## src/rtl/mimp_pkg.sv

```systemverilog
// Shared types, codes and helpers of the MIDI input message parser.
`timescale 1ns / 1ps

package mimp_pkg;

    localparam int BYTE_W   = 8;
    localparam int DATA_W   = 7;
    localparam int MASK_W   = 16;
    localparam int APB_AW   = 3;
    localparam int APB_DW   = 32;

    localparam logic [BYTE_W-1:0] ST_SYSEX    = 8'hF0;
    localparam logic [BYTE_W-1:0] ST_SONG_SEL = 8'hF3;
    localparam logic [BYTE_W-1:0] ST_EOX      = 8'hF7;
    localparam logic [BYTE_W-1:0] ST_ALIVE    = 8'hFE;

    localparam logic [3:0] HI_NOTE_OFF   = 4'h8;
    localparam logic [3:0] HI_NOTE_ON    = 4'h9;
    localparam logic [3:0] HI_POLY_PRESS = 4'hA;
    localparam logic [3:0] HI_CTRL       = 4'hB;
    localparam logic [3:0] HI_PROGRAM    = 4'hC;
    localparam logic [3:0] HI_CHAN_PRESS = 4'hD;
    localparam logic [3:0] HI_PITCH_BEND = 4'hE;
    localparam logic [3:0] HI_SYSTEM     = 4'hF;

    localparam logic REG_RECORD_ENABLE = 1'b0;
    localparam logic REG_CHANNEL_MASK  = 1'b1;

    localparam logic [MASK_W-1:0] MASK_RESET = 16'hFFFF;

    typedef enum logic [1:0] {
        KIND_CHANNEL    = 2'd0,
        KIND_SYSEX_DATA = 2'd1,
        KIND_SYSEX_END  = 2'd2,
        KIND_ALIVE      = 2'd3
    } t_kind;

    typedef struct packed {
        logic              record_enable;
        logic [MASK_W-1:0] channel_mask;
    } t_cfg;

    typedef struct packed {
        t_kind             kind;
        logic [BYTE_W-1:0] msg_status;
        logic [DATA_W-1:0] first_data;
        logic [DATA_W-1:0] second_data;
        logic              store;
    } t_result;

    typedef struct packed {
        logic    valid;
        t_result result;
    } t_beat;

    function automatic logic [1:0] data_count(input logic [BYTE_W-1:0] status);
        logic [1:0] cnt;
        unique case (status[7:4])
            HI_NOTE_OFF, HI_NOTE_ON, HI_POLY_PRESS, HI_CTRL, HI_PITCH_BEND: cnt = 2'd2;
            HI_PROGRAM, HI_CHAN_PRESS: cnt = 2'd1;
            default: cnt = 2'd0;
        endcase
        return cnt;
    endfunction

endpackage

```

## src/rtl/mimp_if.sv

```systemverilog
// Handshake channels for raw MIDI bytes and parsed message beats.
`timescale 1ns / 1ps

interface mimp_byte_if;
    logic       valid;
    logic       ready;
    logic [7:0] midi_byte;

    modport source (output valid, output midi_byte, input ready);
    modport sink (input valid, input midi_byte, output ready);
endinterface

interface mimp_msg_if;
    logic       valid;
    logic       ready;
    logic [1:0] kind;
    logic [7:0] msg_status;
    logic [6:0] first_data;
    logic [6:0] second_data;
    logic       store;

    modport source (
        output valid, output kind, output msg_status, output first_data,
        output second_data, output store, input ready
    );
    modport sink (
        input valid, input kind, input msg_status, input first_data,
        input second_data, input store, output ready
    );
endinterface

```

## src/rtl/mimp_cfg_regs.sv

```systemverilog
// APB configuration registers: record enable and channel mask.
`timescale 1ns / 1ps

module mimp_cfg_regs (
    input  logic                          i_clk,
    input  logic                          i_rst_n,
    input  logic                          psel,
    input  logic                          penable,
    input  logic                          pwrite,
    input  logic [mimp_pkg::APB_AW-1:0]   paddr,
    input  logic [mimp_pkg::APB_DW-1:0]   pwdata,
    output logic [mimp_pkg::APB_DW-1:0]   prdata,
    output logic                          pready,
    output mimp_pkg::t_cfg                o_cfg
);
    import mimp_pkg::*;

    logic              r_record_enable;
    logic [MASK_W-1:0] r_channel_mask;
    logic              wr_en;

    assign pready = 1'b1;
    assign wr_en  = psel && penable && pwrite;

    always_ff @(posedge i_clk) begin
        if (!i_rst_n) begin
            r_record_enable <= 1'b0;
            r_channel_mask  <= MASK_RESET;
        end else if (wr_en) begin
            unique case (paddr[2])
                REG_RECORD_ENABLE: r_record_enable <= pwdata[0];
                REG_CHANNEL_MASK:  r_channel_mask  <= pwdata[MASK_W-1:0];
                default: ;
            endcase
        end
    end

    always_comb begin
        unique case (paddr[2])
            REG_RECORD_ENABLE: prdata = {{(APB_DW-1){1'b0}}, r_record_enable};
            REG_CHANNEL_MASK:  prdata = {{(APB_DW-MASK_W){1'b0}}, r_channel_mask};
            default:           prdata = '0;
        endcase
    end

    assign o_cfg.record_enable = r_record_enable;
    assign o_cfg.channel_mask  = r_channel_mask;

endmodule

```

## src/rtl/mimp_parser.sv

```systemverilog
// Running-status parse state and per-byte decode into one result beat.
`timescale 1ns / 1ps

module mimp_parser (
    input  logic                          i_clk,
    input  logic                          i_rst_n,
    input  logic                          i_advance,
    input  logic [mimp_pkg::BYTE_W-1:0]   i_byte,
    input  mimp_pkg::t_cfg                i_cfg,
    output mimp_pkg::t_beat               o_beat
);
    import mimp_pkg::*;

    logic [BYTE_W-1:0] r_running_status, n_running_status;
    logic [1:0]        r_bytes_remaining, n_bytes_remaining;
    logic              r_awaiting_data, n_awaiting_data;
    logic [DATA_W-1:0] r_held_data, n_held_data;
    logic              r_sysex_active, n_sysex_active;
    logic              r_skip_next, n_skip_next;

    logic [1:0]        need;
    logic [1:0]        rs_count;
    logic              rs_two;
    t_beat             beat;

    assign rs_count = data_count(r_running_status);
    assign rs_two   = (rs_count == 2'd2);
    assign need     = r_awaiting_data ? r_bytes_remaining : rs_count;

    always_comb begin
        n_running_status  = r_running_status;
        n_bytes_remaining = r_bytes_remaining;
        n_awaiting_data   = r_awaiting_data;
        n_held_data       = r_held_data;
        n_sysex_active    = r_sysex_active;
        n_skip_next       = r_skip_next;
        beat              = '0;

        if (r_skip_next) begin
            n_skip_next = 1'b0;
        end else if (i_byte[7:4] == HI_SYSTEM) begin
            priority case (i_byte)
                ST_SYSEX:    n_sysex_active = 1'b1;
                ST_SONG_SEL: n_skip_next    = 1'b1;
                ST_EOX: begin
                    n_sysex_active          = 1'b0;
                    beat.valid              = 1'b1;
                    beat.result.kind        = KIND_SYSEX_END;
                    beat.result.msg_status  = ST_EOX;
                end
                ST_ALIVE: begin
                    beat.valid              = 1'b1;
                    beat.result.kind        = KIND_ALIVE;
                    beat.result.msg_status  = ST_ALIVE;
                end
                default: ;
            endcase
        end else if (i_byte[7]) begin
            if (r_sysex_active) begin
                n_sysex_active          = 1'b0;
                beat.valid              = 1'b1;
                beat.result.kind        = KIND_SYSEX_END;
                beat.result.msg_status  = ST_EOX;
            end
            n_running_status  = i_byte;
            n_bytes_remaining = data_count(i_byte);
            n_awaiting_data   = (data_count(i_byte) != 2'd0);
        end else if (r_sysex_active) begin
            beat.valid              = 1'b1;
            beat.result.kind        = KIND_SYSEX_DATA;
            beat.result.msg_status  = ST_SYSEX;
            beat.result.first_data  = i_byte[DATA_W-1:0];
        end else if (need != 2'd0) begin
            if (need >= 2'd2) begin
                n_held_data       = i_byte[DATA_W-1:0];
                n_bytes_remaining = 2'd1;
                n_awaiting_data   = 1'b1;
            end else begin
                n_bytes_remaining       = 2'd0;
                n_awaiting_data         = 1'b0;
                beat.valid              = 1'b1;
                beat.result.kind        = KIND_CHANNEL;
                beat.result.msg_status  = r_running_status;
                beat.result.first_data  = rs_two ? r_held_data : i_byte[DATA_W-1:0];
                beat.result.second_data = rs_two ? i_byte[DATA_W-1:0] : '0;
                beat.result.store       = i_cfg.record_enable
                                        & i_cfg.channel_mask[r_running_status[3:0]];
            end
        end else begin
            n_bytes_remaining = need;
        end
    end

    always_ff @(posedge i_clk) begin
        if (!i_rst_n) begin
            r_running_status  <= '0;
            r_bytes_remaining <= '0;
            r_awaiting_data   <= 1'b0;
            r_held_data       <= '0;
            r_sysex_active    <= 1'b0;
            r_skip_next       <= 1'b0;
        end else if (i_advance) begin
            r_running_status  <= n_running_status;
            r_bytes_remaining <= n_bytes_remaining;
            r_awaiting_data   <= n_awaiting_data;
            r_held_data       <= n_held_data;
            r_sysex_active    <= n_sysex_active;
            r_skip_next       <= n_skip_next;
        end
    end

    assign o_beat = beat;

endmodule

```

## src/rtl/midi_input_message_parser_unit.sv

```systemverilog
// Top level: input byte register, parser, result register and APB registers.
`timescale 1ns / 1ps

// Takes one MIDI byte per cycle and rebuilds channel messages with running
// status, reports sysex data and end beats and active-sensing marks. A byte
// is accepted every cycle while the result register is free or being
// drained. Each byte is held in the input byte register, decoded
// combinationally, and any beat goes to the result register, where it can
// be taken at the following edge. Configuration is written through the APB
// port; the user must do this only while the unit is idle (not enforced).
module midi_input_message_parser_unit (
    input  logic                          i_clk,
    input  logic                          i_rst_n,
    mimp_byte_if.sink                     i_byte,
    mimp_msg_if.source                    o_msg,
    input  logic                          psel,
    input  logic                          penable,
    input  logic                          pwrite,
    input  logic [mimp_pkg::APB_AW-1:0]   paddr,
    input  logic [mimp_pkg::APB_DW-1:0]   pwdata,
    output logic [mimp_pkg::APB_DW-1:0]   prdata,
    output logic                          pready
);
    import mimp_pkg::*;

    logic              r_in_valid;
    logic [BYTE_W-1:0] r_in_byte;
    logic              r_out_valid;
    t_result           r_out;
    logic              advance;
    logic              in_ready;
    t_cfg              cfg;
    t_beat             beat;

    mimp_cfg_regs u_cfg (
        .i_clk   (i_clk),
        .i_rst_n (i_rst_n),
        .psel    (psel),
        .penable (penable),
        .pwrite  (pwrite),
        .paddr   (paddr),
        .pwdata  (pwdata),
        .prdata  (prdata),
        .pready  (pready),
        .o_cfg   (cfg)
    );

    mimp_parser u_parser (
        .i_clk     (i_clk),
        .i_rst_n   (i_rst_n),
        .i_advance (advance),
        .i_byte    (r_in_byte),
        .i_cfg     (cfg),
        .o_beat    (beat)
    );

    assign advance  = r_in_valid && (!r_out_valid || o_msg.ready);
    assign in_ready = !r_in_valid || advance;
    assign i_byte.ready = in_ready;

    always_ff @(posedge i_clk) begin
        if (!i_rst_n) begin
            r_in_valid <= 1'b0;
        end else if (in_ready) begin
            r_in_valid <= i_byte.valid;
        end
    end

    always_ff @(posedge i_clk) begin
        if (in_ready && i_byte.valid) begin
            r_in_byte <= i_byte.midi_byte;
        end
    end

    always_ff @(posedge i_clk) begin
        if (!i_rst_n) begin
            r_out_valid <= 1'b0;
        end else if (advance) begin
            r_out_valid <= beat.valid;
        end else if (o_msg.ready) begin
            r_out_valid <= 1'b0;
        end
    end

    always_ff @(posedge i_clk) begin
        if (advance && beat.valid) begin
            r_out <= beat.result;
        end
    end

    assign o_msg.valid       = r_out_valid;
    assign o_msg.kind        = r_out.kind;
    assign o_msg.msg_status  = r_out.msg_status;
    assign o_msg.first_data  = r_out.first_data;
    assign o_msg.second_data = r_out.second_data;
    assign o_msg.store       = r_out.store;

    a_ready_when_free: assert property (@(posedge i_clk) disable iff (!i_rst_n)
        !r_out_valid |-> i_byte.ready)
        else $error("input not ready while result register is free");

    a_hold_stalled_byte: assert property (@(posedge i_clk) disable iff (!i_rst_n)
        (r_in_valid && r_out_valid && !o_msg.ready) |=> (r_in_valid && $stable(r_in_byte)))
        else $error("stalled input byte lost");

    a_store_only_channel: assert property (@(posedge i_clk) disable iff (!i_rst_n)
        (o_msg.valid && (o_msg.kind != KIND_CHANNEL)) |-> !o_msg.store)
        else $error("store flag on non-channel beat");

    a_sysex_status: assert property (@(posedge i_clk) disable iff (!i_rst_n)
        (o_msg.valid && (o_msg.kind == KIND_SYSEX_END)) |->
            ((o_msg.msg_status == ST_EOX) && (o_msg.first_data == '0)))
        else $error("malformed sysex end beat");

endmodule

```

## src/flat_wrapper.sv

```systemverilog
// flat-port wrapper written by rule: the top's interface ports become plain ports
module midi_input_message_parser_unit_flat import mimp_pkg::*;
  (i_clk, i_rst_n, psel, penable, pwrite, paddr, pwdata, prdata, pready, i_byte_valid, i_byte_midi_byte, i_byte_ready, o_msg_valid, o_msg_kind, o_msg_msg_status, o_msg_first_data, o_msg_second_data, o_msg_store, o_msg_ready);
  mimp_byte_if i_byte_i ();
  mimp_msg_if o_msg_i ();
  input  logic i_clk;
  input  logic i_rst_n;
  input  logic psel;
  input  logic penable;
  input  logic pwrite;
  input  logic [mimp_pkg::APB_AW-1:0] paddr;
  input  logic [mimp_pkg::APB_DW-1:0] pwdata;
  output logic [mimp_pkg::APB_DW-1:0] prdata;
  output logic pready;
  input wire logic [$bits(i_byte_i.valid)-1:0] i_byte_valid;
  input wire logic [$bits(i_byte_i.midi_byte)-1:0] i_byte_midi_byte;
  output wire logic [$bits(i_byte_i.ready)-1:0] i_byte_ready;
  output wire logic [$bits(o_msg_i.valid)-1:0] o_msg_valid;
  output wire logic [$bits(o_msg_i.kind)-1:0] o_msg_kind;
  output wire logic [$bits(o_msg_i.msg_status)-1:0] o_msg_msg_status;
  output wire logic [$bits(o_msg_i.first_data)-1:0] o_msg_first_data;
  output wire logic [$bits(o_msg_i.second_data)-1:0] o_msg_second_data;
  output wire logic [$bits(o_msg_i.store)-1:0] o_msg_store;
  input wire logic [$bits(o_msg_i.ready)-1:0] o_msg_ready;
  assign i_byte_i.valid = i_byte_valid;
  assign i_byte_i.midi_byte = i_byte_midi_byte;
  assign i_byte_ready = i_byte_i.ready;
  assign o_msg_valid = o_msg_i.valid;
  assign o_msg_kind = o_msg_i.kind;
  assign o_msg_msg_status = o_msg_i.msg_status;
  assign o_msg_first_data = o_msg_i.first_data;
  assign o_msg_second_data = o_msg_i.second_data;
  assign o_msg_store = o_msg_i.store;
  assign o_msg_i.ready = o_msg_ready;
  midi_input_message_parser_unit u_core (.i_clk(i_clk), .i_rst_n(i_rst_n), .i_byte(i_byte_i), .o_msg(o_msg_i), .psel(psel), .penable(penable), .pwrite(pwrite), .paddr(paddr), .pwdata(pwdata), .prdata(prdata), .pready(pready));
endmodule
```

## config.mk

```make
export PLATFORM = sky130hd
export DESIGN_NAME = midi_input_message_parser_unit_flat
export DESIGN_NICKNAME = d
export VERILOG_FILES = /design/src/rtl/mimp_pkg.sv /design/src/rtl/mimp_if.sv /design/src/rtl/mimp_cfg_regs.sv /design/src/rtl/mimp_parser.sv /design/src/rtl/midi_input_message_parser_unit.sv /design/src/flat_wrapper.sv
export SDC_FILE = /design/constraint.sdc
export NUM_CORES = 1
export LEC_CHECK = 0
export ABC_CLOCK_PERIOD_IN_PS = 9700
export BUFFER_PORTS_ARGS = -buffer_cell sky130_fd_sc_hd__buf_4
export CELL_PAD_IN_SITES_DETAIL_PLACEMENT = 0
export CELL_PAD_IN_SITES_GLOBAL_PLACEMENT = 1
export CORE_MARGIN = 5
export CORE_UTILIZATION = 41
export DETAILED_ROUTE_END_ITERATION = 7
export PLACE_DENSITY = 0.88
export SYNTH_ARGS = -nofsm -noshare
export SYNTH_HDL_FRONTEND = slang
export SYNTH_SLANG_ARGS = --single-unit
```

## constraint.sdc

```tcl
create_clock -name i_clk -period 9.7 [get_ports i_clk]
set_clock_uncertainty 0.05 [all_clocks]
set_input_delay 0.485 -clock i_clk [delete_from_list [all_inputs] [get_ports i_clk]]
set_output_delay 0.485 -clock i_clk [all_outputs]
set_load 0.01 [all_outputs]
```

==> reports/results.tsv <==
metric	value	unit
CP Class	flop to flop	
total clock buffers created by CTS	9	
R2R Path Start	u_core.u_parser.r_awaiting_data$_SDFFE_PN0P_	
clk root buf	clkbuf_8	
Seq/Total Area, Yosys	0.5208	
die area	10220	µm²
DRT Wirelength	7393	µm
n_diodes	0	
Slew @ Worst Pin	1.003	ns
hold endpoint	u_core.r_in_byte[1]$_DFFE_PP_	
R2R depth	5	
R2R setup slack	7.42	ns
die height	101.1	µm
crit path DAT	2.24	ns
DRT Pass-1 Iters	5	
syn avg cell area	10.37	µm²
CTS tree	built	
reg2reg end	u_core.o_msg.msg_status[6]$_SDFFCE_PP0P_	
f_max	437.7	MHz
Clock transition at path regs	0.07	ns
pwr dens	144.6	nW/µm²
largest net degree at the start of global routing	42	
area grow syn2layout	21.11	%
Rows	33	
Critical Path End Type	flop	
first-pass GRT wire length	12290	µm
Post-Syn Area	3402	µm²
drt wl/cell	14.70	µm
htree depth	3	
Synth Warn #	0	
io pins	110	
headroom to the max-slew limit	0.3287	
Final Setup Violations	0	
worst path required time	9.66	ns
core area	8134	µm²
clk sinks	72	
port bufs	74	
Synth Instances	328	
initial antenna violation count	0	
Die Wd	101.1	µm
Seq cells post-synth	72	
number of global-route vias before repair	2424	
largest area contributor in the netlist	edfxtp_1	
Congestion Overflow GR	0	
VDD IR-drop max	0.06472	mV
Clk Latency, worst-skew pair	0.34	ns
Post-CTS Setup Bufs	0	
drt drc	0	
Post-synth EDFFs	33	
WHS Path Cells	1	
CP Max Fanout	25	
Cell variety after synth	50	
Vias per Instance	5.097	
TNS Setup	0	ns
hold_buf cts	0	
DR iter-0 viols	162	
Hold WC Path Type	input pin to flop	
post_cts resized	0	
share of layout cells above drive strength 1	0.2663	
number of max-cap violations	0	
Synth top area share	0.2913	
post-route ant nets	0	
Setup WS post-layout	7.416	ns
Final Hold Vio Count	0	
final hold slack	0.2702	ns
Max Slew Vio Count	0	
Longest Clk Path Bufs	2	
P_leak	1.728	nW
prevailing post-synth register cell	dfxtp_1	
RD Place Congestion	0.8250	
min Tclk post-route	2.284	ns
total power	0.5957	mW
detailed-route via count	2564	
hold path startpoint	i_byte_midi_byte[1]	
status	finished clean	
Tcrit/Tclk final	0.2355	
share of flip-flops with an asynchronous set or reset after synthesis	0	
unrepaired setup endpoints after global routing	no	
crit start category	flop	
final net count	443	
largest cells by area after synthesis	edfxtp_1, dfxtp_1, and2_1	
GR Util All Layers	0.1517	
starting density of the core	0.4182	
HPWL after DPL	5279	µm
pre-CTS setup slack	7.425	ns
## placed cells by master (no fill, tap or decap), drive strengths merged, types with 2 or more instances in the layout
master	synthesis	layout
buf	21	75
nand2	40	40
dfxtp	39	39
edfxtp	33	33
nand3	31	31
and2	26	26
conb	2	17
o21ai	13	13
nor2b	11	11
a21boi	10	10
clkbuf	15	10
mux2i	8	8
a21oi	8	8
nor2	7	7
a22o	7	7
a21o	6	6
inv	5	5
clkinv	0	5
mux4	4	4
o21a	4	4
nor4	4	4
nand2b	3	3
nand4	3	3
nor3	3	3
o221a	2	2
and3	2	2
o21ba	2	2
nand4b	2	2
mux2	2	2
## logic make-up after synthesis
| family | synth area share |
|---|---|
| AOI/OAI and AO/OA | 0.1280 |
| muxes | 0.05774 |
| DFF | 0.5208 |
| and+or+nand+nor | 0.2214 |
| xor gates and xnor gates | 0.002575 |
| buffers and inverters | 0.06730 |
| other | 0.002208 |
## critical path, cell delays in order (launching register included)
cell and delay, ns:
dfxtp_1 0.48, mux2_4 0.34, o21a_4 0.18, o311a_1 0.39
nor3_2 0.18, buf_4 0.32
## synthesized netlist by cell type (2+ instances only)
| cell type | n |
|---|---|
| nand4_1 | 3 |
| nor3_1 | 3 |
| a21o_1 | 6 |
| a21boi_0 | 10 |
| buf_2 | 3 |
| o21ba_2 | 2 |
| nor4_4 | 2 |
| dfxtp_1 | 39 |
| o21a_1 | 3 |
| nand2_1 | 40 |
| mux4_2 | 4 |
| nor4_1 | 2 |
| nor2_1 | 7 |
| o221a_2 | 2 |
| inv_1 | 5 |
| clkbuf_1 | 15 |
| a22o_1 | 7 |
| nor2b_1 | 11 |
| o21ai_0 | 12 |
| a21oi_1 | 7 |
| mux2i_1 | 8 |
| edfxtp_1 | 33 |
| buf_4 | 17 |
| nand2b_1 | 3 |
| nand4b_1 | 2 |
| conb_1 | 2 |
| and2_1 | 26 |
| nand3_1 | 31 |
| and3_1 | 2 |
## worst max-delay path by stage
stage	start	endpoint	slack, ns	cells after the start
floorplan	u_core.u_parser.r_awaiting_data$_SDFFE_PN0P_	u_core.o_msg.first_data[0]$_SDFFCE_PP0P_	6.22	4
global placement	u_core.u_parser.r_awaiting_data$_SDFFE_PN0P_	u_core.o_msg.msg_status[4]$_SDFFCE_PP0P_	7.48	5
detailed placement	u_core.u_parser.r_awaiting_data$_SDFFE_PN0P_	u_core.o_msg.msg_status[4]$_SDFFCE_PP0P_	7.43	5
CTS	u_core.u_parser.r_awaiting_data$_SDFFE_PN0P_	u_core.o_msg.msg_status[6]$_SDFFCE_PP0P_	7.42	5
global route	u_core.u_parser.r_awaiting_data$_SDFFE_PN0P_	u_core.o_msg.msg_status[6]$_SDFFCE_PP0P_	7.35	5
finish	u_core.u_parser.r_awaiting_data$_SDFFE_PN0P_	u_core.o_msg.msg_status[6]$_SDFFCE_PP0P_	7.42	5
## flip-flops by register name, summed over array words and instances, names as in the netlist, 2 cells and up
name,flops
u_core.u_parser.r_held_data,7
u_core.o_msg.second_data,7
u_core.u_parser.r_bytes_remaining,2
u_core.u_parser.r_running_status,8
u_core.r_in_byte,8
u_core.o_msg.first_data,7
u_core.u_cfg.r_channel_mask,16
u_core.o_msg.msg_status,8
u_core.o_msg.kind,2
## metrics by stage
stage / util / cells / area [µm²]
after floorplan: - / 343 / 3458
after global placement: 0.4853 / 487 / 3948
after detailed placement: 0.4853 / 487 / 3948
after CTS: 0.5065 / 503 / 4120
after global routing: 0.5065 / 503 / 4120
final: 0.5065 / 503 / 4120
## cell type report
class,instances,area [µm²]
clock buffers,10,137.6
fillers,729,4014
multi-input cells,230,1463
repair buffers,75,563.0
clock inverters,6,35.03
inverters,5,18.77
well taps,105,131.4
flip-flops and latches,72,1772
## layer usage
layer / routed length, µm / part of all wire / global-route usage
met1: 3153 / 0.43 / 0.2010
met4: 116 / 0.016 / 0.06748
met2: 3580 / 0.48 / 0.2404
met5: 0 / 0 / 0
met3: 542 / 0.073 / 0.02907
## power breakdown
part / internal [mW] / total (mW) / leakage (nW) / switching (mW)
registers: 0.324 / 0.334 / 0.638 / 0.0104
logic: 0.0280 / 0.0563 / 1.00 / 0.0283
clock network: 0.0979 / 0.205 / 0.0895 / 0.107
No activity file was read; power rests on OpenSTA's default activity.
